--- config.mk ---
export PLATFORM = sky130hd
export DESIGN_NAME = lru_client_address_table_unit
export DESIGN_NICKNAME = d
export VERILOG_FILES = /design/src/sv/lcat_pkg.sv /design/src/sv/lcat_mem.sv /design/src/sv/lcat_cmp.sv /design/src/sv/lru_client_address_table_unit.sv
export SDC_FILE = /design/constraint.sdc
export NUM_CORES = 2
export LEC_CHECK = 0
export BUFFER_PORTS_ARGS = -buffer_cell sky130_fd_sc_hd__buf_2
export CAP_MARGIN = 15
export CORE_ASPECT_RATIO = 1.1
export CORE_MARGIN = 4
export CORE_UTILIZATION = 60
export CTS_BUF_LIST = sky130_fd_sc_hd__clkbuf_4 sky130_fd_sc_hd__clkbuf_8
export DETAILED_ROUTE_END_ITERATION = 6
export PLACE_DENSITY_LB_ADDON = 0.15
export SLEW_MARGIN = 15
export SYNTH_ARGS = -nofsm -noshare
export SYNTH_HDL_FRONTEND = slang
export SYNTH_SLANG_ARGS = --single-unit
--- constraint.sdc ---
create_clock -name aclk -period 10.3 [get_ports aclk]
set_input_delay 0.515 -clock aclk [delete_from_list [all_inputs] [get_ports aclk]]
set_output_delay 0.515 -clock aclk [all_outputs]
set_load 0.02 [all_outputs]
--- src/sv/lcat_pkg.sv ---
`timescale 1ns / 1ps

package lcat_pkg;

    localparam int TABLE_DEPTH = 16;
    localparam int IDX_W       = $clog2(TABLE_DEPTH);
    localparam int CNT_W       = $clog2(TABLE_DEPTH + 1);

    localparam int IP_W    = 32;
    localparam int PORT_W  = 16;
    localparam int TIME_W  = 32;
    localparam int SLOTS_W = 5;
    localparam int SLOT_W  = 4;
    localparam int OUTC_W  = 2;

    localparam int S_TDATA_W = 80;
    localparam int M_TDATA_W = 56;

    localparam logic [SLOTS_W-1:0] ACTIVE_SLOTS_RESET = SLOTS_W'(16);
    localparam logic REG_ACTIVE_SLOTS = 1'b0;

    localparam logic [OUTC_W-1:0] OUTC_REFRESH = 2'd0;
    localparam logic [OUTC_W-1:0] OUTC_FILL    = 2'd1;
    localparam logic [OUTC_W-1:0] OUTC_EVICT   = 2'd2;

    typedef struct packed {
        logic [IP_W-1:0]   ip;
        logic [PORT_W-1:0] port;
        logic [TIME_W-1:0] tstamp;
    } entry_t;

    typedef struct packed {
        logic hit;
        logic older;
    } cmp_res_t;

endpackage

--- src/sv/lcat_mem.sv ---
`timescale 1ns / 1ps

module lcat_mem (
    input  logic                      aclk,
    input  logic                      we,
    input  logic [lcat_pkg::IDX_W-1:0] waddr,
    input  lcat_pkg::entry_t          wdata,
    input  logic [lcat_pkg::IDX_W-1:0] raddr,
    output lcat_pkg::entry_t          rdata
);

    lcat_pkg::entry_t mem [lcat_pkg::TABLE_DEPTH];
    lcat_pkg::entry_t rdata_reg;

    always_ff @(posedge aclk) begin
        if (we) begin
            mem[waddr] <= wdata;
        end
        rdata_reg <= mem[raddr];
    end

    assign rdata = rdata_reg;

endmodule

--- src/sv/lcat_cmp.sv ---
`timescale 1ns / 1ps

module lcat_cmp (
    input  lcat_pkg::entry_t             entry,
    input  logic [lcat_pkg::IP_W-1:0]    key_ip,
    input  logic [lcat_pkg::PORT_W-1:0]  key_port,
    input  logic                         have_old,
    input  logic [lcat_pkg::TIME_W-1:0]  old_time,
    output lcat_pkg::cmp_res_t           res
);

    always_comb begin
        res.hit   = (entry.ip == key_ip) && (entry.port == key_port);
        res.older = !have_old || (entry.tstamp < old_time);
    end

endmodule

--- src/sv/lru_client_address_table_unit.sv ---
`timescale 1ns / 1ps
// Each input beat starts a scan of n table entries, n = active slots clamped to 1..16.
// Beats are taken one at a time; one table entry per cycle goes through the shared compare
// unit, then compare drain, decision, write-back (held while an earlier result waits on m_tready) and idle.
// A new input is taken while the previous result still waits on m_tready.
// Reset (aresetn low, synchronous): table empty, active_slots = 16, no result.

module lru_client_address_table_unit (
    input  logic        aclk,
    input  logic        aresetn,
    // [31:0] client_ip, [47:32] client_port, [79:48] now
    input  logic [79:0] s_tdata,
    input  logic        s_tvalid,
    output logic        s_tready,
    // [3:0] slot, [5:4] outcome, [37:6] evicted_ip, [53:38] evicted_port, [55:54] zero
    output logic [55:0] m_tdata,
    output logic        m_tvalid,
    input  logic        m_tready,
    input  logic        psel,
    input  logic        penable,
    input  logic        pwrite,
    input  logic [2:0]  paddr,
    input  logic [31:0] pwdata,
    output logic [31:0] prdata,
    output logic        pready
);

    localparam logic [1:0] ST_IDLE  = 2'd0;
    localparam logic [1:0] ST_SCAN  = 2'd1;
    localparam logic [1:0] ST_WRITE = 2'd2;

    localparam int IDX_W  = lcat_pkg::IDX_W;
    localparam int CNT_W  = lcat_pkg::CNT_W;

    logic [1:0]                        state_reg, state_next;
    logic [lcat_pkg::SLOTS_W-1:0]      active_slots_reg;
    logic [CNT_W-1:0]                  n_reg, n_calc;
    logic [CNT_W-1:0]                  rd_idx_reg;
    logic                              cmp_vld_reg;
    logic [IDX_W-1:0]                  cmp_idx_reg;
    logic [lcat_pkg::TABLE_DEPTH-1:0]  valid_reg;

    logic [lcat_pkg::IP_W-1:0]         key_ip_reg;
    logic [lcat_pkg::PORT_W-1:0]       key_port_reg;
    logic [lcat_pkg::TIME_W-1:0]       key_time_reg;

    logic                              have_match_reg, have_free_reg, have_old_reg;
    logic [IDX_W-1:0]                  match_idx_reg, free_idx_reg, old_idx_reg;
    lcat_pkg::entry_t                  old_entry_reg;

    logic [lcat_pkg::M_TDATA_W-1:0]    m_tdata_reg;
    logic                              m_tvalid_reg;

    logic                              s_fire, issue, cfg_wr, out_free, wb_go;
    logic [IDX_W-1:0]                  target;
    logic [lcat_pkg::OUTC_W-1:0]       outcome;
    logic [lcat_pkg::IP_W-1:0]         ev_ip;
    logic [lcat_pkg::PORT_W-1:0]       ev_port;
    lcat_pkg::entry_t                  rd_entry, wr_entry;
    lcat_pkg::cmp_res_t                cmp_res;

    assign s_tready = (state_reg == ST_IDLE);
    assign s_fire   = s_tvalid && s_tready;
    assign issue    = (state_reg == ST_SCAN) && (rd_idx_reg < n_reg);
    assign out_free = !m_tvalid_reg || m_tready;
    assign wb_go    = (state_reg == ST_WRITE) && out_free;

    assign pready = 1'b1;
    assign cfg_wr = psel && penable && pwrite && pready && (paddr[2] == lcat_pkg::REG_ACTIVE_SLOTS);
    assign prdata = (paddr[2] == lcat_pkg::REG_ACTIVE_SLOTS) ?
                    {{(32 - lcat_pkg::SLOTS_W){1'b0}}, active_slots_reg} : 32'd0;

    always_comb begin
        if (active_slots_reg == '0) begin
            n_calc = CNT_W'(1);
        end else if (32'(active_slots_reg) > lcat_pkg::TABLE_DEPTH) begin
            n_calc = CNT_W'(lcat_pkg::TABLE_DEPTH);
        end else begin
            n_calc = CNT_W'(active_slots_reg);
        end
    end

    always_comb begin
        ev_ip   = '0;
        ev_port = '0;
        if (have_match_reg) begin
            target  = match_idx_reg;
            outcome = lcat_pkg::OUTC_REFRESH;
        end else if (have_free_reg) begin
            target  = free_idx_reg;
            outcome = lcat_pkg::OUTC_FILL;
        end else begin
            target  = old_idx_reg;
            outcome = lcat_pkg::OUTC_EVICT;
            ev_ip   = old_entry_reg.ip;
            ev_port = old_entry_reg.port;
        end
    end

    assign wr_entry.ip     = key_ip_reg;
    assign wr_entry.port   = key_port_reg;
    assign wr_entry.tstamp = key_time_reg;

    lcat_mem u_mem (
        .aclk  (aclk),
        .we    (wb_go),
        .waddr (target),
        .wdata (wr_entry),
        .raddr (rd_idx_reg[IDX_W-1:0]),
        .rdata (rd_entry)
    );

    lcat_cmp u_cmp (
        .entry    (rd_entry),
        .key_ip   (key_ip_reg),
        .key_port (key_port_reg),
        .have_old (have_old_reg),
        .old_time (old_entry_reg.tstamp),
        .res      (cmp_res)
    );

    always_comb begin
        state_next = state_reg;
        case (state_reg)
            ST_IDLE: begin
                if (s_fire) begin
                    state_next = ST_SCAN;
                end
            end
            ST_SCAN: begin
                if (!issue && !cmp_vld_reg) begin
                    state_next = ST_WRITE;
                end
            end
            ST_WRITE: begin
                if (out_free) begin
                    state_next = ST_IDLE;
                end
            end
            default: state_next = ST_IDLE;
        endcase
    end

    always_ff @(posedge aclk) begin
        if (!aresetn) begin
            state_reg        <= ST_IDLE;
            active_slots_reg <= lcat_pkg::ACTIVE_SLOTS_RESET;
            valid_reg        <= '0;
            m_tvalid_reg     <= 1'b0;
            cmp_vld_reg      <= 1'b0;
            rd_idx_reg       <= '0;
            n_reg            <= CNT_W'(1);
            have_match_reg   <= 1'b0;
            have_free_reg    <= 1'b0;
            have_old_reg     <= 1'b0;
        end else begin
            state_reg   <= state_next;
            cmp_vld_reg <= issue;
            if (cfg_wr) begin
                active_slots_reg <= pwdata[lcat_pkg::SLOTS_W-1:0];
            end
            if (s_fire) begin
                n_reg          <= n_calc;
                rd_idx_reg     <= '0;
                have_match_reg <= 1'b0;
                have_free_reg  <= 1'b0;
                have_old_reg   <= 1'b0;
            end
            if (issue) begin
                rd_idx_reg <= rd_idx_reg + CNT_W'(1);
            end
            if (cmp_vld_reg) begin
                if (!valid_reg[cmp_idx_reg]) begin
                    have_free_reg <= 1'b1;
                end else if (cmp_res.hit) begin
                    have_match_reg <= 1'b1;
                end else if (cmp_res.older) begin
                    have_old_reg <= 1'b1;
                end
            end
            if (wb_go) begin
                valid_reg[target] <= 1'b1;
                m_tvalid_reg      <= 1'b1;
            end else if (m_tready) begin
                m_tvalid_reg <= 1'b0;
            end
        end
    end

    always_ff @(posedge aclk) begin
        cmp_idx_reg <= rd_idx_reg[IDX_W-1:0];
        if (s_fire) begin
            key_ip_reg   <= s_tdata[31:0];
            key_port_reg <= s_tdata[47:32];
            key_time_reg <= s_tdata[79:48];
        end
        if (cmp_vld_reg) begin
            if (!valid_reg[cmp_idx_reg]) begin
                free_idx_reg <= cmp_idx_reg;
            end else if (cmp_res.hit) begin
                if (!have_match_reg) begin
                    match_idx_reg <= cmp_idx_reg;
                end
            end else if (cmp_res.older) begin
                old_idx_reg   <= cmp_idx_reg;
                old_entry_reg <= rd_entry;
            end
        end
        if (wb_go) begin
            m_tdata_reg <= {2'b00, ev_port, ev_ip, outcome,
                            lcat_pkg::SLOT_W'(target)};
        end
    end

    assign m_tdata  = m_tdata_reg;
    assign m_tvalid = m_tvalid_reg;

`ifndef SYNTHESIS
    a_scan_bound: assert property (@(posedge aclk) disable iff (!aresetn)
        (state_reg == ST_SCAN) |-> (rd_idx_reg <= n_reg))
        else $error("scan index past active range");

    a_n_range: assert property (@(posedge aclk) disable iff (!aresetn)
        (state_reg != ST_IDLE) |->
        (n_reg != '0) && (32'(n_reg) <= lcat_pkg::TABLE_DEPTH))
        else $error("active slot count out of range");

    a_outcome_legal: assert property (@(posedge aclk) disable iff (!aresetn)
        wb_go |-> (outcome == lcat_pkg::OUTC_REFRESH || outcome == lcat_pkg::OUTC_FILL ||
                   outcome == lcat_pkg::OUTC_EVICT))
        else $error("illegal outcome code");

    a_target_valid: assert property (@(posedge aclk) disable iff (!aresetn)
        wb_go |=> valid_reg[$past(target)] && m_tvalid_reg)
        else $error("written slot not marked valid");

    a_evict_full: assert property (@(posedge aclk) disable iff (!aresetn)
        (wb_go && outcome == lcat_pkg::OUTC_EVICT) |-> have_old_reg)
        else $error("eviction without a valid candidate");
`endif

endmodule

Word-level counts from Yosys, hierarchy flattened
Memory sizes are Yosys's and may differ from the RTL's. A register that Yosys moved wholly into a read port is not among the register bits.
Index checks and enable logic that the tools add are counted.

operators by class
  add/subtract/negate cells = 1
  $lt $le $gt $ge = 6
  equality and inequality tests = 7
  muxes and demuxes = 32
  bitwise gates (word level) = 5
  reduce and logical (&&, ||, !) cells = 24

operator list
  cell                                                        count
  == test 32 bit                                              1
  less-than comparator 32 bit                                 1
  two-way mux 5 bit                                           5
  two-way mux 1 bit                                           18
  == test 16 bit                                              1
  bitwise OR 16 bit                                           1
  less-than comparator 4 x 5 -> 1 bit, second input constant  2
  logical AND 1 bit                                           9
  two-way mux 2 bit                                           4
  two-way mux 4 bit                                           2
  AND reduction 4 bit                                         2
  one-hot mux 2 bit (3 select lines)                          1
  adder 5 x 1 -> 5 bit, second input constant                 1
  > comparator 5 bit, second input constant                   1
  zero test 5 bit                                             1
  less-than comparator 5 bit                                  1
  binary-select mux 1 bit (select 4 bit)                      1
  demux 1 bit (select 4 bit)                                  1
  >= comparator 4 x 1 -> 1 bit, second input constant         1
  zero test 1 bit                                             4
  inequality test 2 x 1 -> 1 bit, second input constant       2
  inverter 1 bit                                              4
  nonzero test 2 bit                                          2
  AND reduction 3 bit                                         1
  7 further kinds                                             8

word-level totals
  flip-flop bits (word level) = 268
  memory bits (writable) = 1,280
  bits of input ports = 122
  output and inout bits = 91
  logic and storage cells = 99
  memories kept = 1

memory list
  name       words  bits a word  rd ports  clocked after Yosys merged registers in  write ports  RTL line        source
  u_mem.mem  16     80           1         1                                        1            lcat_mem.sv:12  lcat_pkg::entry_t mem [lcat_pkg::TABLE_DEPTH];

Depth between registers and ports, before layout
  depth in word-level cells = 7
  gate-level depth with buffers = 8
  mapped depth without buffers = 8

By module
A second synthesis with hierarchy kept.

unflattened totals
  cell total of the unflattened synthesis = 2,744
  area total of the unflattened synthesis = 59,983.8 sq um

modules (own cells, without submodules)
  module                         instances  cells an instance  area an instance (sq um)  sequential area each (sq um)
  lcat_mem                       1          2,054              49,422.4                  40,038.4
  lru_client_address_table_unit  1          516                9,230.1                   7,627.3
  lcat_cmp                       1          174                1,331.3                   0.0

Worst setup path before layout
No wires, ideal clock.

  kind = in2reg
  start = input m_tready
  end = memory u_mem.mem[12][0] in the netlist's numbering (enable)
  setup time = 0.521 ns
  arrival time = 7.246 ns
  required time = 9.779 ns
  setup slack = 2.534 ns
  stages = 4
  path buffers = 0
  cell sequence = nand2b_1 nor2b_1 nand3_1 nor2_1

between the ends
  cells in the longest elaborated chain, start to end = 4

RTL lines
  what                                     RTL line                             source
  from (decl)                              lru_client_address_table_unit.sv:18  input logic m_tready,
  logical OR 1 bit                         lru_client_address_table_unit.sv:65  assign out_free = !m_tvalid_reg || m_tready;
  logical AND 1 bit                        lru_client_address_table_unit.sv:66  assign wb_go = (state_reg == ST_WRITE) && out_free;
  net u_mem.we                             lcat_mem.sv:5                        input logic we,
  two-way mux 1 bit                        lcat_mem.sv:16                       if (we) begin
  two-way mux 1 bit (implied by the code)  lcat_mem.sv:17                       mem[waddr] <= wdata;
  to (decl)                                lcat_mem.sv:12

The timed path passes the listed nets, and every way through them passes these cells.

Worst setup path in the final report
  start = register state_reg[0]
  end = memory u_mem.mem[3][76] in the netlist's numbering (enable)

between the ends
  cells in the longest elaborated chain, start to end = 4

RTL lines
  what                                     RTL line                              source
  from (decl)                              lru_client_address_table_unit.sv:35   logic [1:0] state_reg, state_next;
  from (signal assigned)                   lru_client_address_table_unit.sv:157  state_reg <= state_next;
  == test 2 bit                            lru_client_address_table_unit.sv:66
  logical AND 1 bit                        lru_client_address_table_unit.sv:66
  net u_mem.we                             lcat_mem.sv:5
  two-way mux 1 bit                        lcat_mem.sv:16
  two-way mux 1 bit (implied by the code)  lcat_mem.sv:17

The timed path passes the listed nets, and every way through them passes these cells.

==> qor.yml <==
status:
  status: "completed"
timing:
  slew_headroom_pct: 25.37
  tns_ns: 0
  tightest_slew_ns: 1.119
  setup_viol_count_final: 0
  fin_crit_ns: 4.187
  rsz0062_at_grt: "false"
  finalClockSkew_ns: 0.03909
  maxSlewViolCount: 0
  hold_violations: 0
  max_freq_mhz: 238.8
  fin_crit_sh_pct: 40.65
placement:
  globalplace.congestion: 0.7506
  dp_hpwl_mm: 63.84
  placed_cell_area_um2: 62340
  io_buffers: 153
drt:
  drt_wl_total_mm: 127.8
  met3WireLength_mm: 8.240
  routed_via_density: 6.128
  first_pass_iters: 5
  routedWlPerCell_um: 28.43
  vias: 27560
  wl_met2_mm: 66.76
  drcViolationCount: 0
  top_layer_used: "met4"
  drtIter0Drc: 2926
  antenna_left: 0
  m1WireLength_mm: 49.61
setup_path:
  worstSetupEndpointType: "flop"
  worst_setup_path_start_kind: "flop"
  worstPathRequired_ns: 10.80
  cp_max_fo: 30
  crit_arrival_ns: 4.69
  worstSetupPathType: "flop to flop"
clock_network:
  clk_pin_slew_ns: 0.06
  insertion_delay_ns: 0.89
  cts_tree: "yes"
  cts_buffers: 240
  postCtsResizedCells: 0
  cts-root-buf: "clkbuf_8"
  cts_buffer_depth: 3
  cts-htree-levels: 4
  cts_setup_buffers: 0
  cts.sinks: 1628
power_and_ir_drop:
  switching_share_pct: 20.74
  p_comb_share_pct: 3.6
  irDropWorstVdd_v: 0.0001460
  power.switching_mw: 2.762
  p_leak_nw: 21.93
  p_int_mw: 10.55
  clockPowerShare_pct: 40.3
  pwr-share-seq_pct: 56.0
  powerDensity_nw_per_um2: 194.7
global_route:
  grt-ovfl-total: 0
  grt_pass1_wl_mm: 189.0
  antenna_found_initial: 2
  grt_usage_pct: 24.94
  grt_pass1_vias: 28940
  grt_max_degree: 163
yosys:
  yosysTopAreaCellShare_pct: 75.27
  syn-cell-area_um2: 60080
  avgSynthCellArea_um2: 23.45
  dominantRegCellSynth: "edfxtp_1"
  ys_ff_latch: 1628
  synth_top_area_cell: "edfxtp_1"
  async_reset_ff_share_pct: 0
  synth_most_common_cell: "edfxtp_1"
  synth_cells: 2562
  synth.area.top_cells: "edfxtp_1 75%, mux4_2 15%, dfxtp_1 4.1%"
  ys_types: 45
  synth_edf_count: 1506
  ys_top_cells_by_count: "1506 x edfxtp_1, 404 x mux4_2, 122 x dfxtp_1"
  synth_warnings: 0
  yosysSeqAreaShare_pct: 79.34
die:
  die_x_um: 309.7
  initial_core_util_pct: 60.59
  std_cell_rows: 121
  dieArea_um2: 105300
  core_area_um2: 99160
  ioPinCount: 213
  die_h_um: 339.9
layout:
  largest_register_ffs: 1280
  areaGrowthSynthToFinish_pct: 13.86
  fin_area_um2: 68410
  multi_input_area_um2: 11730
  layout-drive-gt1-share_pct: 32.76
  seq_area_um2: 47680
  layout.nets: 3147
  fillers: 5976
worst_hold_path:
  hp-class: "primary input to flop"
job:
  maxCapViolations: 0
[repair_timing]
item / in CTS / in global routing
setup endpoints to repair: 0 / 0
hold buffers: 89 / 0
endpoints found under the hold margin: 93 / 0
[worst max-delay path: stages (launching register included)]
cell and delay (ns):
dfxtp_1 0.35, nand2b_1 0.21, nor2b_4 0.41, nand3_1 0.42, nor2_4 0.96, buf_4 0.69
buf_4 0.68
[kinds of logic after synthesis]
logic type,after synthesis,share of synthesized area (%)
xor gates and xnor gates,48,0.6997
buffers and inverters,173,1.556
muxes,416,15.34
DFF,1628,79.34
and+or+nand+nor,204,1.751
other,2,0.01250
AOI/OAI and AO/OA,55,0.5498
adders and majority gates,36,0.7497
[routing by layer]
metal	track usage, %	vias to the layer above
li1	-	11520
met1	34.18	14700
met2	42.34	1123
met3	3.746	211
met4	7.572	0
met5	0	-
[power by group through the flow]
stage / sequential, mW / combinational [mW] / clock (mW)
global placement: 7.59 / 0.458 / 0
CTS: 7.46 / 0.491 / 5.49
finish: 7.46 / 0.480 / 5.37
detailed placement: 7.60 / 0.463 / 0
floorplan: 7.55 / 0.355 / 0
global route: 7.48 / 0.519 / 5.81
[cell usage in the layout (no fill, tap or decap), drive strengths merged, types with 8 or more instances in the layout]
| cell type | netlist | layout |
|---|---|---|
| buf | 83 | 201 |
| bufinv | 0 | 8 |
| edfxtp | 1506 | 1506 |
| nand2 | 22 | 22 |
| clkbuf | 50 | 363 |
| clkinv | 0 | 76 |
| dfxtp | 122 | 122 |
| o21ai | 11 | 11 |
| inv | 40 | 47 |
| and2 | 49 | 49 |
| dlygate4sd3 | 0 | 89 |
| nand3 | 16 | 16 |
| ha | 36 | 36 |
| nor2b | 8 | 8 |
| mux4 | 404 | 404 |
| conb | 2 | 30 |
| nor2 | 65 | 65 |
| mux2i | 12 | 12 |
| a21oi | 23 | 23 |
| xor2 | 48 | 48 |
| nor4 | 15 | 15 |
[through the flow]
stage                     util [%]  std cells  setup slack, ns  hold slack [ns]  power [mW]
after floorplan                  -       2590            2.534           0.3529       7.909
after global placement       62.87       3949            5.980           0.4163       8.045
after detailed placement     62.87       3949            5.885           0.4231       8.066
after CTS                    68.98       4496            6.027          0.03838       13.45
after global routing         68.98       4497            5.900           0.1295       13.81
final                        68.98       4497            6.113           0.1318       13.32
[worst paths after layout]
| path | from | endpoint | slack [ns] | depth (start not counted) |
|---|---|---|---|---|
| worst max-delay path | state_reg[0]$_SDFFE_PN0P_ | u_mem.mem[3][76]$_DFFE_PP_ | 6.11 | 6 |
| worst min register to register | u_mem.rdata[29]$_DFF_P_ | old_entry_reg[29]$_DFFE_PP_ | 0.43 | 0 |
| worst min-delay path | s_tvalid | state_reg[1]$_SDFFE_PN0P_ | 0.13 | 5 |
| worst max register to register | state_reg[0]$_SDFFE_PN0P_ | u_mem.mem[3][76]$_DFFE_PP_ | 6.11 | 6 |
[final cells by class]
cell class	instances	share of cell area [%]
antenna	1	0.003658
clock buffer	363	6.526
clock inverter	95	1.035
inverter	40	0.2231
multi-input combinational	789	17.15
sequential	1628	69.70
tap	1291	2.361
timing repair buffer	290	3.003
No activity file was read; power rests on OpenSTA's default activity.
